<file path="config.mk">
export PLATFORM = sky130hd
export DESIGN_NAME = pafb_mac
export DESIGN_NICKNAME = d
export VERILOG_FILES = /design/src/rtl/pafb_pkg.sv /design/src/rtl/pafb_mac.sv
export SDC_FILE = /design/constraint.sdc
export NUM_CORES = 2
export LEC_CHECK = 0
export BUFFER_PORTS_ARGS = -buffer_cell sky130_fd_sc_hd__buf_2
export CAP_MARGIN = 20
export CORE_MARGIN = 2
export CORE_UTILIZATION = 45
export CTS_BUF_LIST = sky130_fd_sc_hd__clkbuf_4 sky130_fd_sc_hd__clkbuf_8
export CTS_CLUSTER_DIAMETER = 50
export DETAILED_ROUTE_END_ITERATION = 10
export HOLD_SLACK_MARGIN = 0.12
export PLACE_DENSITY = 0.59
export SLEW_MARGIN = 0
export SYNTH_ARGS = -nofsm -noshare
export SYNTH_HDL_FRONTEND = slang
export SYNTH_SLANG_ARGS = --single-unit
export TNS_END_PERCENT = 5
</file>
<file path="constraint.sdc">
create_clock -name clk_i -period 3.5 [get_ports clk_i]
set_input_delay 0.525 -clock clk_i [delete_from_list [all_inputs] [get_ports clk_i]]
set_output_delay 0.525 -clock clk_i [all_outputs]
set_load 0.1 [all_outputs]
</file>
<file path="src/rtl/pafb_pkg.sv">
`timescale 1ns / 1ps
package pafb_pkg;

  // Fixed geometry of the filterbank.
  localparam int WINDOW_TAPS  = 512;
  localparam int NUM_SUBBANDS = 32;
  localparam int DEF_NUM_CHANNELS = 2;

  // Datapath widths: samples Q15, window Q2.22, cosine Q2.16.
  localparam int SAMPLE_W = 16;
  localparam int COEF_W   = 19;
  localparam int YW       = 38;
  localparam int PROD_W   = YW + COEF_W;
  localparam int ACC_W    = 64;
  localparam int OUT_W    = 24;

  // Control of the shared multiply-accumulate unit.
  typedef struct packed {
    logic op_valid;
    logic acc_clear;
  } mac_ctrl_t;

  // First half of the analysis window, C[0..256], in units of 2^-21.
  localparam logic signed [17:0] WIN_HALF [257] = '{
    0, -1, -1, -1, -1, -1, -1, -2, -2, -2,
    -2, -3, -3, -4, -4, -5, -5, -6, -7, -7,
    -8, -9, -10, -11, -13, -14, -16, -17, -19, -21,
    -24, -26, -29, -31, -35, -38, -41, -45, -49, -53,
    -58, -63, -68, -73, -79, -85, -91, -97, -104, -111,
    -117, -125, -132, -139, -147, -154, -161, -169, -176, -183,
    -190, -196, -202, -208, 213, 218, 222, 225, 227, 228,
    228, 227, 224, 221, 215, 208, 200, 189, 177, 163,
    146, 127, 106, 83, 57, 29, -2, -36, -72, -111,
    -153, -197, -244, -294, -347, -401, -459, -519, -581, -645,
    -711, -779, -848, -919, -991, -1064, -1137, -1210, -1283, -1356,
    -1428, -1498, -1567, -1634, -1698, -1759, -1817, -1870, -1919, -1962,
    -2001, -2032, -2057, -2075, -2085, -2087, -2080, -2063, 2037, 2000,
    1952, 1893, 1822, 1739, 1644, 1535, 1414, 1280, 1131, 970,
    794, 605, 402, 185, -45, -288, -545, -814, -1095, -1388,
    -1692, -2006, -2330, -2663, -3004, -3351, -3705, -4063, -4425, -4788,
    -5153, -5517, -5879, -6237, -6589, -6935, -7271, -7597, -7910, -8209,
    -8491, -8755, -8998, -9219, -9416, -9585, -9727, -9838, -9916, -9959,
    -9966, -9935, -9863, -9750, -9592, -9389, -9139, -8840, -8492, -8092,
    -7640, -7134, 6574, 5959, 5288, 4561, 3776, 2935, 2037, 1082,
    70, -998, -2122, -3300, -4533, -5818, -7154, -8540, -9975, -11455,
    -12980, -14548, -16155, -17799, -19478, -21189, -22929, -24694, -26482, -28289,
    -30112, -31947, -33791, -35640, -37489, -39336, -41176, -43006, -44821, -46617,
    -48390, -50137, -51853, -53534, -55178, -56778, -58333, -59838, -61289, -62684,
    -64019, -65290, -66494, -67629, -68692, -69679, -70590, -71420, -72169, -72835,
    -73415, -73908, -74313, -74630, -74856, -74992, 75038
  };

  // cos(n*pi/64) in Q2.16 for n = 0..32.
  localparam logic [16:0] COS_Q [33] = '{
    65536, 65457, 65220, 64827, 64277, 63572, 62714, 61705, 60547, 59244,
    57798, 56212, 54491, 52639, 50660, 48559, 46341, 44011, 41576, 39040,
    36410, 33692, 30893, 28020, 25080, 22078, 19024, 15924, 12785, 9616,
    6424, 3216, 0
  };

  // Window tap t in Q2.22; the second half mirrors the first.
  function automatic logic signed [COEF_W-1:0] window_tap(input logic [8:0] t);
    logic [8:0] k;
    logic signed [COEF_W-1:0] v;
    if (t <= 9'd256) begin
      return {WIN_HALF[t], 1'b0};
    end
    k = 9'(10'd512 - {1'b0, t});
    v = {WIN_HALF[k], 1'b0};
    return (k[5:0] == 6'd0) ? v : -v;
  endfunction

  // cos(n*pi/64) in Q2.16 for any n modulo 128.
  function automatic logic signed [COEF_W-1:0] cos_entry(input logic [6:0] n);
    logic [7:0] r;
    logic neg;
    logic signed [COEF_W-1:0] v;
    r = {1'b0, n};
    neg = 1'b0;
    if (r > 8'd64) begin
      r = 8'(9'd128 - {1'b0, r});
    end
    if (r > 8'd32) begin
      r = 8'(8'd64 - r);
      neg = 1'b1;
    end
    v = {2'b00, COS_Q[r[5:0]]};
    return neg ? -v : v;
  endfunction

endpackage

</file>
<file path="src/rtl/pafb_mac.sv">
`timescale 1ns / 1ps
module pafb_mac import pafb_pkg::*; (
  input  logic                     clk_i,
  input  logic                     rst_ni,
  input  mac_ctrl_t                ctrl_i,
  input  logic signed [YW-1:0]     a_i,
  input  logic signed [COEF_W-1:0] b_i,
  output logic signed [ACC_W-1:0]  acc_o,
  output logic                     busy_o
);

  logic signed [PROD_W-1:0] prod_q;
  logic                     prod_v_q;
  logic signed [ACC_W-1:0]  acc_q, acc_d;

  // Product register between the multiplier and the adder.
  always_ff @(posedge clk_i or negedge rst_ni) begin
    if (!rst_ni) begin
      prod_v_q <= 1'b0;
    end else begin
      prod_v_q <= ctrl_i.op_valid;
    end
  end

  always_ff @(posedge clk_i) begin
    if (ctrl_i.op_valid) begin
      prod_q <= a_i * b_i;
    end
  end

  // Accumulator.
  always_comb begin
    acc_d = acc_q;
    if (ctrl_i.acc_clear) begin
      acc_d = '0;
    end else if (prod_v_q) begin
      acc_d = acc_q + ACC_W'(prod_q);
    end
  end

  always_ff @(posedge clk_i or negedge rst_ni) begin
    if (!rst_ni) begin
      acc_q <= '0;
    end else begin
      acc_q <= acc_d;
    end
  end

  assign acc_o  = acc_q;
  assign busy_o = prod_v_q;

endmodule
</file>
==> results.md <==
Setup path:
- The worst setup path is launched from an input port.
- The delay of the slowest cell on the worst path is 0.64 ns.
- The dominant delay contributor by cell family on the critical path is adder cells.
- The worst setup path is captured at a flip-flop.
- The most prevalent standard cell on the critical path is fa_1.
- The peak fanout along the critical path is 13.
- The startpoint identified for the worst register-to-register timing path is prod_q[0]$_DFFE_PP_.
- For the worst flop-to-flop path, the logic depth is 13.
- The critical path goes through buf_8, buf_12, and2_1, fa_2, buf_4, fa_1, fa_1, fa_1, fa_1, fa_1, ha_4, ha_4, a21o_1, nand2_1, nand2_1, a21o_1, a2111oi_4, o21ai_2, a221o_1, a21oi_2, buf_4, o21bai_1, xor2_1.
- The endpoint identified for the worst register-to-register timing path is acc_o[62]$_DFFE_PN0P_.
- Across all register-to-register paths, the minimum setup slack is 0.17 ns.
- The critical path start-end classification is in2reg.
- For the worst setup path, the data arrival time is 6.57 ns.
- The number of buffers and inverters on the critical path is 4.
- The cell at the slowest stage of the critical path is fa_2.
- Data on the critical path is required at its endpoint by 3.71 ns.

Timing:
- The final critical path takes up 182% of the cycle.
- The count of endpoints failing hold in the final timing report came to 0.
- The setup skew after layout is 0.0136 ns.
- The final setup slack of the worst path is -2.86 ns.
- The post-route minimum period is 6.36 ns.
- Setup repair after global routing could not meet its margin everywhere.
- The highest clock frequency the design can meet is 157 MHz.
- The transition at the pin with the smallest max-transition slack is 0.797 ns.
- The worst hold slack across all endpoints is 0.138 ns.
- Headroom to the max-slew limit came out at 46.9%.
- The number of setup violations in the final report is 52.
- The total count of max-transition violations in the final report is 0.

Finish:
- The footprint of the multi-input gates is 26400 um2.
- The sequential cell area in the final layout is 3340 um2.
- After filler insertion, the fill cell instance count of the layout stands at 6388.
- The net count reported at finish is 4823.
- The final instance count without filler cells is 4809.
- The post-route netlist has 20.7% of its cells at a drive strength greater than 1.
- The growth of design area from synthesis to finish is 20.9%.

Status:
- The checks that failed: setup timing.
- The run finished, with violations left.

Clocking:
- The clock tree synthesis step divided the H-tree into 4 levels.
- The clock tree from TritonCTS is yes.
- The clock latency on the worst-skew pair is 0.46 ns.
- The tree is rooted in a clkbuf_8.
- After clock tree synthesis, the flow added hold-fix buffers numbering 0.
- Clock-pin slew was measured on the worst setup and hold paths at 0.08 ns.
- CTS saw 122 sinks.
- The maximum buffer depth of the clock tree is 2.
- The number of buffers created by CTS is 17.

Synth:
- The per-instance average area after synthesis is 9.19 um2.
- After synthesis, flip-flops and latches occupy 10.5% of the total area.
- For this run, asynchronously set or reset flops after synthesis account for 53.3%.
- The count of warnings emitted by yosys is 0.
- Counting every instance in the synthesized netlist gives 3460.
- In this run, distinct cell masters in the synthesized netlist total 67.
- In this run, synthesis produced a sequential element count of 122.
- The net count after synthesis is 4428.
- In this run the cell area of the synthesized design comes to 31800 um2.
- The number of flops mapped to enable cells by yosys is 57.
- Among all flip-flop cells after synthesis, the most frequent one is dfrtp_1.

Flow run:
- Max-cap violations in this run came to 0.

Floorplan:
- The floorplan step defined a die boundary enclosing 72800 um2.
- The floorplan step set the die width to 270 um.
- The placeable core region is 70000 um2.
- 126 I/O pins were placed.
- The initial utilization of the core area, before any placement, comes to 45.4%.
- The cell row count is 97.
- The die outline height is 270 um.

Placement:
- At the end of routability-driven placement, the weighted congestion stood at 0.939.
- In this run, placement finished with an instance count of 4746.
- Detailed placement ended at an HPWL of 73000 um.
- OpenSTA, run right after detailed placement, puts the worst setup slack at -3.86 ns.
- The count of input and output buffers is 125.

Global route:
- The first global-routing pass estimated 138000 um of wire.
- The number of global-route vias before repair is 25500.
- Global routing used 23.8% of the available tracks.
- Summed over all layers, the global routing overflow is 0.
- Entering global routing, the biggest net connects 48 pins.
- The initial antenna violation count is 6.

Routing:
- The detailed-route wire length per cell is 17.6 um.
- The total length of routed wires is 84700 um.
- The detail-routed via count per cell is 5.02.
- Before antenna repair, the detailed router went through 5 iterations.
- In this run the remaining antenna-violating nets after routing total 0.
- The final routed DRC violation total is 0.
- The total number of vias is 24200.
- The number of DRC markers after the initial detailed-route iteration is 1221.

Worst hold path:
- In this run the worst hold path is classified as in2async.
## metrics by stage
step | util, % | setup TNS, ns | instance area, um2
after global placement | 51.7 | -157.56 | 36200
final | 54.9 | -112.35 | 38400
after detailed placement | 51.7 | -159.97 | 36200
after global routing | 54.9 | -120.98 | 38400
after floorplan | - | -129.98 | 32000
after CTS | 53.8 | -111.65 | 37700
## area by class of cell
class / count / area share (%)
antenna: 1 / 0.00651
clock buffer: 20 / 0.668
clock inverter: 12 / 0.202
inverter: 668 / 6.53
multi-input combinational: 2482 / 68.6
sequential: 122 / 8.69
tap: 940 / 3.06
timing repair buffer: 564 / 12.2
## sequential cells by signal, indices dropped and copies added (netlist names)
register and flops:
acc_o 64, prod_q 57, busy_o 1
## per-layer routing
layer | GRT usage (%) | wire [um] | up-vias
met1 | 36.1 | 40700 | 12100
li1 | - | - | 11300
met4 | 3.29 | 708 | 4
met5 | 0 | 27 | -
met3 | 2.76 | 4960 | 49
met2 | 37.6 | 38300 | 649
## cells by family (layout without fill, tap and decap cells)
family	count (synthesis)	count (layout)	synth area share [%]
AO/OA/AOI/OAI	400	400	8.08
XOR/XNOR	119	119	3.28
adder cells (fa/ha/maj)	907	907	52.1
buffers and inverters	856	1264	10.2
flip-flops	122	122	10.5
multiplexers	34	34	1.07
other	0	1	0
AND/OR/NAND/NOR	1022	1022	14.9
## worst max-delay path by stage
stage	cells past startpoint	end	slack, ns	startpoint
after floorplan	23	prod_q[56]$_DFFE_PP_	-3.20	a_i[37]
after global placement	22	prod_q[55]$_DFFE_PP_	-3.76	b_i[5]
after detailed placement	26	prod_q[49]$_DFFE_PP_	-3.86	b_i[5]
after CTS	26	prod_q[56]$_DFFE_PP_	-2.88	b_i[4]
after global routing	24	prod_q[56]$_DFFE_PP_	-3.07	a_i[9]
final	23	prod_q[54]$_DFFE_PP_	-2.86	b_i[3]
## worst register-to-register path: stages, from the launching register on
cell and delay [ns]:
edfxtp_1 0.41, ha_1 0.23, fa_2 0.38, a21oi_2 0.20, o221ai_2 0.14, o22ai_2 0.23
a311o_2 0.24, a211oi_2 0.11, a21o_1 0.25, a31o_1 0.21, a221o_1 0.34, o31ai_2 0.22
xor2_1 0.17, o21ai_1 0.07
## synth_stat cells (7+ instances only)
| cell type | count | area (um2) |
|---|---|---|
| and3_1 | 10 | 62.6 |
| nand2_1 | 529 | 1990 |
| o31ai_1 | 7 | 52.6 |
| and2_1 | 251 | 1570 |
| nor2b_1 | 12 | 75.1 |
| mux2i_1 | 34 | 340 |
| fa_1 | 693 | 13900 |
| nor3_1 | 11 | 55.1 |
| o211ai_1 | 9 | 67.6 |
| a21o_1 | 56 | 420 |
| a21oi_1 | 131 | 656 |
| a211oi_1 | 20 | 150 |
| nor2_1 | 130 | 488 |
| a31oi_1 | 16 | 100 |
| dfrtp_1 | 65 | 1630 |
| o21ai_0 | 78 | 390 |
| xnor2_1 | 73 | 639 |
| inv_1 | 668 | 2510 |
| nand3_1 | 20 | 100 |
| nand2b_1 | 19 | 119 |
| nand4_1 | 24 | 150 |
| ha_1 | 214 | 2680 |
| o21bai_1 | 22 | 165 |
| clkbuf_1 | 176 | 661 |
| xor2_1 | 46 | 403 |
| edfxtp_1 | 57 | 1710 |
| o21a_1 | 10 | 75.1 |
## placed cells by master (no fill, tap or decap), drive strengths merged, types with 56 or more instances in the layout
cell | netlist | routed
dfrtp | 65 | 65
xnor2 | 73 | 73
and2 | 251 | 251
nor2 | 130 | 130
inv | 668 | 670
o21ai | 84 | 84
nand2 | 529 | 529
a21o | 56 | 56
buf | 11 | 559
edfxtp | 57 | 57
fa | 693 | 693
a21oi | 132 | 132
ha | 214 | 214
## what timing repair did
action,CTS,global route
resized for setup,205,134
setup endpoints to repair,52,59
pin swaps,76,92
cloned,2,1
setup buffers,21,7
Power is left out: the tool's default activity adds up to more than one toggle a clock period on the data nets, which glitch-free logic cannot reach.
